===== src/hdl/c8_pkg.sv =====
// shared types, codes and constants for the chip-8 core
// no dependencies; imported by c8_ctrl, c8_dpath and chip8_cpu_core
package c8_pkg;

	localparam int MEM_BYTES = 4096;
	localparam int MEM_AW = 12;
	localparam int FB_BYTES = 256;
	localparam int FB_AW = 8;
	localparam int STACK_ENTRIES_DEF = 16;
	localparam int FONT_BYTES = 80;

	// item commands
	localparam logic [1:0] CMD_EXEC = 2'd0;
	localparam logic [1:0] CMD_TICK = 2'd1;
	localparam logic [1:0] CMD_MEMWR = 2'd2;
	localparam logic [1:0] CMD_FBRD = 2'd3;

	// result status codes
	localparam logic [2:0] ST_OK = 3'd0;
	localparam logic [2:0] ST_RET_EMPTY = 3'd1;
	localparam logic [2:0] ST_STACK_FULL = 3'd2;
	localparam logic [2:0] ST_BAD_OP = 3'd3;
	localparam logic [2:0] ST_SELF_JUMP = 3'd4;
	localparam logic [2:0] ST_WAIT_KEY = 3'd5;

	// opcode constants
	localparam logic [11:0] OPC_CLS = 12'h0E0;
	localparam logic [11:0] OPC_RET = 12'h0EE;
	localparam logic [7:0] NN_SKP = 8'h9E;
	localparam logic [7:0] NN_SKNP = 8'hA1;
	localparam logic [7:0] NN_GET_DT = 8'h07;
	localparam logic [7:0] NN_WAIT_KEY = 8'h0A;
	localparam logic [7:0] NN_SET_DT = 8'h15;
	localparam logic [7:0] NN_SET_ST = 8'h18;
	localparam logic [7:0] NN_ADD_I = 8'h1E;
	localparam logic [7:0] NN_FONT = 8'h29;
	localparam logic [7:0] NN_BCD = 8'h33;
	localparam logic [7:0] NN_STORE = 8'h55;
	localparam logic [7:0] NN_LOAD = 8'h65;

	// hex font glyphs, five bytes per digit
	localparam logic [7:0] FONT [0:FONT_BYTES-1] = '{
		8'hF0, 8'h90, 8'h90, 8'h90, 8'hF0, 8'h20, 8'h60, 8'h20, 8'h20, 8'h70,
		8'hF0, 8'h10, 8'hF0, 8'h80, 8'hF0, 8'hF0, 8'h10, 8'hF0, 8'h10, 8'hF0,
		8'h90, 8'h90, 8'hF0, 8'h10, 8'h10, 8'hF0, 8'h80, 8'hF0, 8'h10, 8'hF0,
		8'hF0, 8'h80, 8'hF0, 8'h90, 8'hF0, 8'hF0, 8'h10, 8'h20, 8'h40, 8'h40,
		8'hF0, 8'h90, 8'hF0, 8'h90, 8'hF0, 8'hF0, 8'h90, 8'hF0, 8'h10, 8'hF0,
		8'hF0, 8'h90, 8'hF0, 8'h90, 8'h90, 8'hE0, 8'h90, 8'hE0, 8'h90, 8'hE0,
		8'hF0, 8'h80, 8'h80, 8'h80, 8'hF0, 8'hE0, 8'h90, 8'h90, 8'h90, 8'hE0,
		8'hF0, 8'h80, 8'hF0, 8'h80, 8'hF0, 8'hF0, 8'h80, 8'hF0, 8'h80, 8'h80
	};

	// datapath operation issued by the controller each cycle
	typedef enum logic [4:0] {
		OP_NONE,
		OP_CLEAR,
		OP_LATCH,
		OP_DISPATCH,
		OP_FETCH_LO,
		OP_FETCH_DONE,
		OP_READ_Y,
		OP_READ_V0,
		OP_GOT_V0,
		OP_EXEC,
		OP_RET,
		OP_WRVF,
		OP_DRAW_RD,
		OP_DRAW_L,
		OP_DRAW_R,
		OP_BCD,
		OP_ST_RD,
		OP_ST_WR,
		OP_LD_RD,
		OP_LD_WR,
		OP_OUT
	} c8_op_t;

	// instruction class after decode
	typedef enum logic [2:0] {
		K_FAULT,
		K_SIMPLE,
		K_FLAG,
		K_RET,
		K_DRAW,
		K_BCD,
		K_STORE,
		K_LOAD
	} c8_kind_t;

	// datapath status seen by the controller
	typedef struct packed {
		logic [1:0] cmd;
		c8_kind_t kind;
		logic draw_none;
		logic sh_zero;
		logic last_row;
		logic last_reg;
		logic last_bcd;
		logic clr_done;
	} c8_flags_t;

endpackage


===== src/hdl/c8_ctrl.sv =====
// controller state machine of the chip-8 core
// depends on c8_pkg; drives c8_dpath through c8_op_t
module c8_ctrl (
	input  logic             clk,
	input  logic             arst_n,
	input  logic             in_valid,
	output logic             in_ready,
	output logic             out_valid,
	input  logic             out_ready,
	input  c8_pkg::c8_flags_t flags,
	output c8_pkg::c8_op_t   op
);
	import c8_pkg::*;

	typedef enum logic [4:0] {
		S_CLEAR, S_IDLE, S_DISPATCH, S_F2, S_F3, S_R1, S_R2, S_R3, S_EXEC,
		S_RET2, S_WRVF, S_DR1, S_DR2, S_DR3, S_BCD, S_ST1, S_ST2, S_LD1, S_LD2,
		S_DONE
	} state_t;

	state_t state_q;
	logic out_valid_q;
	logic out_free;

	assign out_free = !out_valid_q || out_ready;
	assign in_ready = (state_q == S_IDLE);
	assign out_valid = out_valid_q;

	// operation per state
	always_comb begin
		unique case (state_q)
			S_CLEAR:    op = OP_CLEAR;
			S_IDLE:     op = in_valid ? OP_LATCH : OP_NONE;
			S_DISPATCH: op = OP_DISPATCH;
			S_F2:       op = OP_FETCH_LO;
			S_F3:       op = OP_FETCH_DONE;
			S_R1:       op = OP_READ_Y;
			S_R2:       op = OP_READ_V0;
			S_R3:       op = OP_GOT_V0;
			S_EXEC:     op = OP_EXEC;
			S_RET2:     op = OP_RET;
			S_WRVF:     op = OP_WRVF;
			S_DR1:      op = OP_DRAW_RD;
			S_DR2:      op = OP_DRAW_L;
			S_DR3:      op = OP_DRAW_R;
			S_BCD:      op = OP_BCD;
			S_ST1:      op = OP_ST_RD;
			S_ST2:      op = OP_ST_WR;
			S_LD1:      op = OP_LD_RD;
			S_LD2:      op = OP_LD_WR;
			S_DONE:     op = out_free ? OP_OUT : OP_NONE;
			default:    op = OP_NONE;
		endcase
	end

	// state and result valid
	always_ff @(posedge clk or negedge arst_n) begin
		if (!arst_n) begin
			state_q <= S_CLEAR;
			out_valid_q <= 1'b0;
		end else begin
			// result valid set on a new result, dropped once taken
			if (state_q == S_DONE && out_free) out_valid_q <= 1'b1;
			else if (out_ready) out_valid_q <= 1'b0;
			unique case (state_q)
				S_CLEAR: if (flags.clr_done) state_q <= S_IDLE;
				S_IDLE: if (in_valid) state_q <= S_DISPATCH;
				S_DISPATCH: state_q <= (flags.cmd == CMD_EXEC) ? S_F2 : S_DONE;
				S_F2: state_q <= S_F3;
				S_F3: state_q <= S_R1;
				S_R1: state_q <= S_R2;
				S_R2: state_q <= S_R3;
				S_R3: state_q <= S_EXEC;
				S_EXEC: begin
					unique case (flags.kind)
						K_FLAG:  state_q <= S_WRVF;
						K_RET:   state_q <= S_RET2;
						K_DRAW:  state_q <= flags.draw_none ? S_WRVF : S_DR1;
						K_BCD:   state_q <= S_BCD;
						K_STORE: state_q <= S_ST1;
						K_LOAD:  state_q <= S_LD1;
						default: state_q <= S_DONE;
					endcase
				end
				S_RET2: state_q <= S_DONE;
				S_WRVF: state_q <= S_DONE;
				S_DR1: state_q <= S_DR2;
				S_DR2: begin
					if (!flags.sh_zero) state_q <= S_DR3;
					else state_q <= flags.last_row ? S_WRVF : S_DR1;
				end
				S_DR3: state_q <= flags.last_row ? S_WRVF : S_DR1;
				S_BCD: if (flags.last_bcd) state_q <= S_DONE;
				S_ST1: state_q <= S_ST2;
				S_ST2: state_q <= flags.last_reg ? S_DONE : S_ST1;
				S_LD1: state_q <= S_LD2;
				S_LD2: state_q <= flags.last_reg ? S_DONE : S_LD1;
				S_DONE: if (out_free) state_q <= S_IDLE;
				default: state_q <= S_IDLE;
			endcase
		end
	end

endmodule


===== config.mk =====
export PLATFORM = sky130hd
export DESIGN_NAME = c8_ctrl
export DESIGN_NICKNAME = d
export VERILOG_FILES = /design/src/hdl/c8_pkg.sv /design/src/hdl/c8_ctrl.sv
export SDC_FILE = /design/constraint.sdc
export NUM_CORES = 1
export LEC_CHECK = 0
export BUFFER_PORTS_ARGS = -buffer_cell sky130_fd_sc_hd__buf_4
export CORE_MARGIN = 3
export CORE_UTILIZATION = 50
export CTS_CLUSTER_DIAMETER = 60
export CTS_CLUSTER_SIZE = 30
export DETAILED_ROUTE_END_ITERATION = 10
export GPL_ROUTABILITY_DRIVEN = 0
export PLACE_DENSITY = 0.8
export SLEW_MARGIN = 20
export SYNTH_ARGS = -nofsm -noshare
export SYNTH_HDL_FRONTEND = slang
export SYNTH_SLANG_ARGS = --single-unit

===== constraint.sdc =====
create_clock -name clk -period 3.4 [get_ports clk]
set_clock_uncertainty 0.05 [all_clocks]
set_input_delay 0.68 -clock clk [delete_from_list [all_inputs] [get_ports clk]]
set_output_delay 0.68 -clock clk [all_outputs]
set_load 0.02 [all_outputs]

# Word-level counts from Yosys, hierarchy flattened
# Cells that the tools add are included.
[totals] register_bits=6 inputBits=15 output_inout_bits=7 word_cells=56
[classes] eq_ne=29 muxes=17 n_reduce_logical=8
[ops] cell="$pmux W5 S20" count=1
[ops] cell="$pmux W5 S19" count=1
[ops] cell="$eq A5 B4 Y1 const B" count=8
[ops] cell="$mux W5" count=7
[ops] cell="$pmux W5 S6" count=1
[ops] cell="$eq A5 B3 Y1 const B" count=4
[ops] cell="$eq A5 B5 Y1 const B" count=4
[ops] cell="$eq A3 B3 Y1 const B" count=4
[ops] cell="$eq A5 B2 Y1 const B" count=2
[ops] cell="$ne A2 B2 Y1 const B" count=4
[ops] cell="$eq A3 B2 Y1 const B" count=2
[ops] cell="$eq A5 B1 Y1 const B" count=1
[ops] cell="$logic_not A5 Y1" count=1
[ops] cell="$mux W1" count=4
[ops] cell="$mux W2" count=2
[ops] cell="$reduce_and A4 Y1" count=1
[ops] cell="$mux W3" count=1
[ops] cell="$logic_not A2 Y1" count=1
[ops] cell="$reduce_bool A2 Y1" count=1
[ops] cell="$reduce_or A2 Y1" count=1
[ops] cell="$logic_and A1 B1 Y1" count=1
[ops] cell="$logic_not A1 Y1" count=1
[ops] cell="$logic_or A1 B1 Y1" count=1

# Longest topological paths before layout
[depth] depth_word=4 mapped_depth=6 mapped_depth_nobuf=4

# Least setup slack after synthesis
# OpenSTA, ideal clock, no wires.
[synth_timing] kind="reg2out" start="register state_q[0]" end="output port op[1]" arrival_time_ps=1575 required_ps=2670 slack_ps=1095 stages_incl_launch_ff=5 n_path_buf=2 path_cell_list="dfrtp_1 > clkbuf_1 > clkbuf_1 > o31ai_1 > a221oi_1"
[synth_between] elab_chain_len=2 word_cells_on_any_way=21 cone_classes="eq/ne: 19; mux: 1; reduce/logical: 1"
[synth_lines] element="start: declaration" line_no="c8_ctrl.sv:21" source="state_t state_q;"
[synth_lines] element="start signal: assignment" line_no="c8_ctrl.sv:68" source="S_DISPATCH: state_q <= (flags.cmd == CMD_EXEC) ? S_F2 : S_DONE;"
[synth_lines] element="start signal: assignment" line_no="c8_ctrl.sv:78" source="K_DRAW: state_q <= flags.draw_none ? S_WRVF : S_DR1;"
[synth_lines] element="start signal: assignment" line_no="c8_ctrl.sv:90" source="else state_q <= flags.last_row ? S_WRVF : S_DR1;"
[synth_lines] element="$eq A5 B5 Y1 (tied with other cells)" line_no="c8_ctrl.sv:31" source="unique case (state_q)"
[synth_lines] element="$pmux W5 S20 (*)" line_no="c8_ctrl.sv:31"
[synth_lines] element="end: declaration" line_no="c8_ctrl.sv:11" source="output c8_pkg::c8_op_t op"
# Every way passes the cells marked *; elsewhere a longest branch is shown, timed or not.

# Final worst setup path
[layout_timing] start="register state_q[2]" end="output port op[1]"
# The elaborated chain is that of the path after synthesis.

==> flow_metrics.env <==
export IMPL_status="complete, no violations"
export IMPL_cts_num_sinks=6
export IMPL_timing_max_slew_rel_slack_pct=59.09
export IMPL_detail_route_wl_per_cell_um=15.46
export IMPL_clk_slew_on_worst_s_h_paths_ns=0.05
export IMPL_rsz0062_at_grt="no"
export IMPL_drt_total_wl_um=1932
export IMPL_timing_max_transition_violations_final=0
export IMPL_detail_route_drc_violations=0
export IMPL_cts_max_level=1
export IMPL_drt_initial_drc_count=35
export IMPL_die_height_um=44
export IMPL_min_path_type="in -> async"
export IMPL_max_clock_path_buffers=2
export IMPL_num_rows=13
export IMPL_area_sequential_um2=150.1
export IMPL_synth_top_cells_by_count="nor2_1, clkbuf_1, dfrtp_1"
export IMPL_clock_root_buffer="clkbuf_4"
export IMPL_port_buffers=21
export IMPL_area_growth_syn_to_layout_pct=19.93
export IMPL_p_per_area_nw_per_um2=957.3
export IMPL_synth_edf_count=0
export IMPL_buf_inv_stages_crit_path=1
export IMPL_cts_hold_buffers_added=0
export IMPL_die_width_um=44
export IMPL_gr_usage_met3_pct=5.809
export IMPL_n_fill_cell=119
export IMPL_post_synth_top_area_cell="dfrtp_1"
export IMPL_cts_inserted_buffers=3
export IMPL_cts_resized=0
export IMPL_grt_util_all_layers_pct=21.56
export IMPL_hold_viol=0
export IMPL_global_route_peak_usage_layer="met2"
export IMPL_crit_path_max_incr_delay_ns=0.73
export IMPL_synthesis_instances=97
export IMPL_synth_yosys_warnings=0
export IMPL_p_total_uw=828.9
export IMPL_synth_ff_latch_count=6
export IMPL_clock_tree_from_tritoncts="built"
export IMPL_grt_max_degree=21
export IMPL_preCtsSetupSlack_ns=1.087
export IMPL_cp_start_kind="register"
export IMPL_design_portCount=22
export IMPL_sequential_to_total_area_share_from_yosys_stat_pct=20.80
export IMPL_timing_critical_path_to_type="primary output"
export IMPL_finalSetupViolCount=0
export IMPL_cp_data_required_time_ns=2.67
export IMPL_grt_overflow_total=0
export IMPL_use_met2_pct=33.43
export IMPL_placed_standard_cell_area_um2=843.3
export IMPL_max_slew_worst_pin_slew_ns=0.6137
export IMPL_grt_first_pass_wirelength_um=3098
export IMPL_async_sr_flop_fraction_pct=100.0
export IMPL_avgSynthCellArea_um2=7.443
export IMPL_fin_nets=127
export IMPL_data_arrival_time_of_the_worst_path_ns=1.88
export IMPL_initial_core_utilization_pct=54.13
export IMPL_timing_setup_tns_ns=0
export IMPL_timing_critical_path_cells="or2_1, o31ai_1, a221oi_1, buf_4"
export IMPL_core_outline_area_um2=1334
export IMPL_fraction_of_final_layout_cells_sized_beyond_drive_strength_1_pct=25.45
export IMPL_yosysTopAreaCellShare_pct=20.80
export IMPL_via_count=826
export IMPL_synth_flop_cell="dfrtp_1"
export IMPL_antenna_cells=0
export IMPL_post_cts_buffers=0
export IMPL_mappedNetlistNets=112
export IMPL_final_critical_period_ns=2.613
export IMPL_power_leakage_uw=0.0003742
export IMPL_dp_hpwl_um=1408
export IMPL_cp_max_fo=19
export IMPL_synthMostInstantiatedCell="nor2_1"
export IMPL_ant_nets=0
export IMPL_max_vdd_ir_drop_uv=689.0
export IMPL_fmaxAchievable_mhz=382.7
export IMPL_global_route_track_usage_on_met1_pct=28.21
export IMPL_antenna_found_initial=0
export IMPL_timing_critical_path_slowest_stage_cell="dfrtp_1"
export IMPL_cap_viol_max_count=0
export IMPL_postLayoutSetupSlackWorst_ns=0.7870
export IMPL_floorplan_die_area_um2=1936
export IMPL_min_period_over_period_pct=76.85
export IMPL_yosysUniqueCellTypes=46
export IMPL_number_of_global_route_vias_before_repair=708
export IMPL_drt_vias_per_instance=6.608
export IMPL_synth_area_um2=721.9
export IMPL_drt_pre_antenna_iters=4
export IMPL_whs_ns=0.1784
export IMPL_stdcell_area_um2=865.8
export IMPL_critical_path_class="reg -> out"
export IMPL_clock_insertion_delay_worst_skew_ns=0.25
export IMPL_worst_path_dominant_cell_family="flip-flops"
export IMPL_multiInputGateArea_um2=505.5
export IMPL_synth_top_cells_by_area="dfrtp_1, nor2_1, clkbuf_1"
## state kept, by name, summed over array words and instances (netlist names)
register,count
out_valid,1
state_q,5
## logic make-up after synthesis
kind of cell           count (synthesis)  synth area share (%)
XOR/XNOR                               3                 3.640
buffers and inverters                 14                 9.186
multiplexers                           2                 2.773
AND/OR/NAND/NOR                       41                 31.72
flip-flops                             6                 20.80
AO/OA/AOI/OAI                         31                 31.89
## placed cells by master, fill, tap and decap left out, types with 2 or more instances in the layout
master and count:
inv_1 2, nand3_1 4, o21ai_0 4, xor2_1 2, o31a_1 2, clkbuf_4 3, a22oi_1 2, a21oi_1 2
nor3_1 2, o22ai_1 2, or4_1 3, nor2_1 12, o31ai_1 2, nor4_1 2, a31oi_1 2, mux2i_1 2
buf_4 21, nand2_1 3, nand2b_1 4, or2_1 2, o21ai_1 3, a32oi_1 2, dfrtp_1 6
## per-layer routing
metal,part of all wire [%],routed length [µm],up-vias
met5,0,0,-
met3,8.7,169,2
met4,0.62,12,0
met2,48,923,46
li1,-,-,396
met1,43,827,382
## final cells by class
| cell class | instances | area share, % |
|---|---|---|
| multi-input cells | 77 | 58.38 |
| repair buffers | 21 | 18.21 |
| clock buffers | 3 | 2.601 |
| flip-flops and latches | 6 | 17.34 |
| inverters | 3 | 1.301 |
| well taps | 15 | 2.168 |
## worst register-to-register path: cells and delay by family, from the launching register on
family	cells	cell delay (ns)
and+or+nand+nor	2	1.03
AOI/OAI and AO/OA	1	0.08
DFF	1	0.60
muxes	1	0.20
## worst paths after layout
path                             from    endpoint  slack (ns)  depth (start not counted)
setup reg to reg           state_q[2]  state_q[1]        1.38                          4
max in group asynchronous      arst_n   out_valid        3.01                          1
hold reg to reg             out_valid   out_valid        0.57                          2
hold / removal                 arst_n  state_q[0]        0.18                          1
min in group clk            out_valid   out_valid        0.57                          2
setup / recovery           state_q[2]       op[1]        0.79                          4
## report_power, final
| part | leakage [µW] | total (µW) | internal (µW) | switching (µW) |
|---|---|---|---|---|
| logic | 0.000284 | 537 | 248 | 289 |
| registers | 0.0000763 | 225 | 102 | 124 |
| clock network | 0.0000138 | 66.3 | 40.0 | 26.3 |
| total | 0.000374 | 829 | 390 | 439 |
## stage by stage
step	std cells	util, %
after floorplan	97	-
after global placement	122	63.23
after detailed placement	122	63.23
after CTS	125	64.92
after global routing	125	64.92
final	125	64.92
No activity file was read; power rests on OpenSTA's default activity.
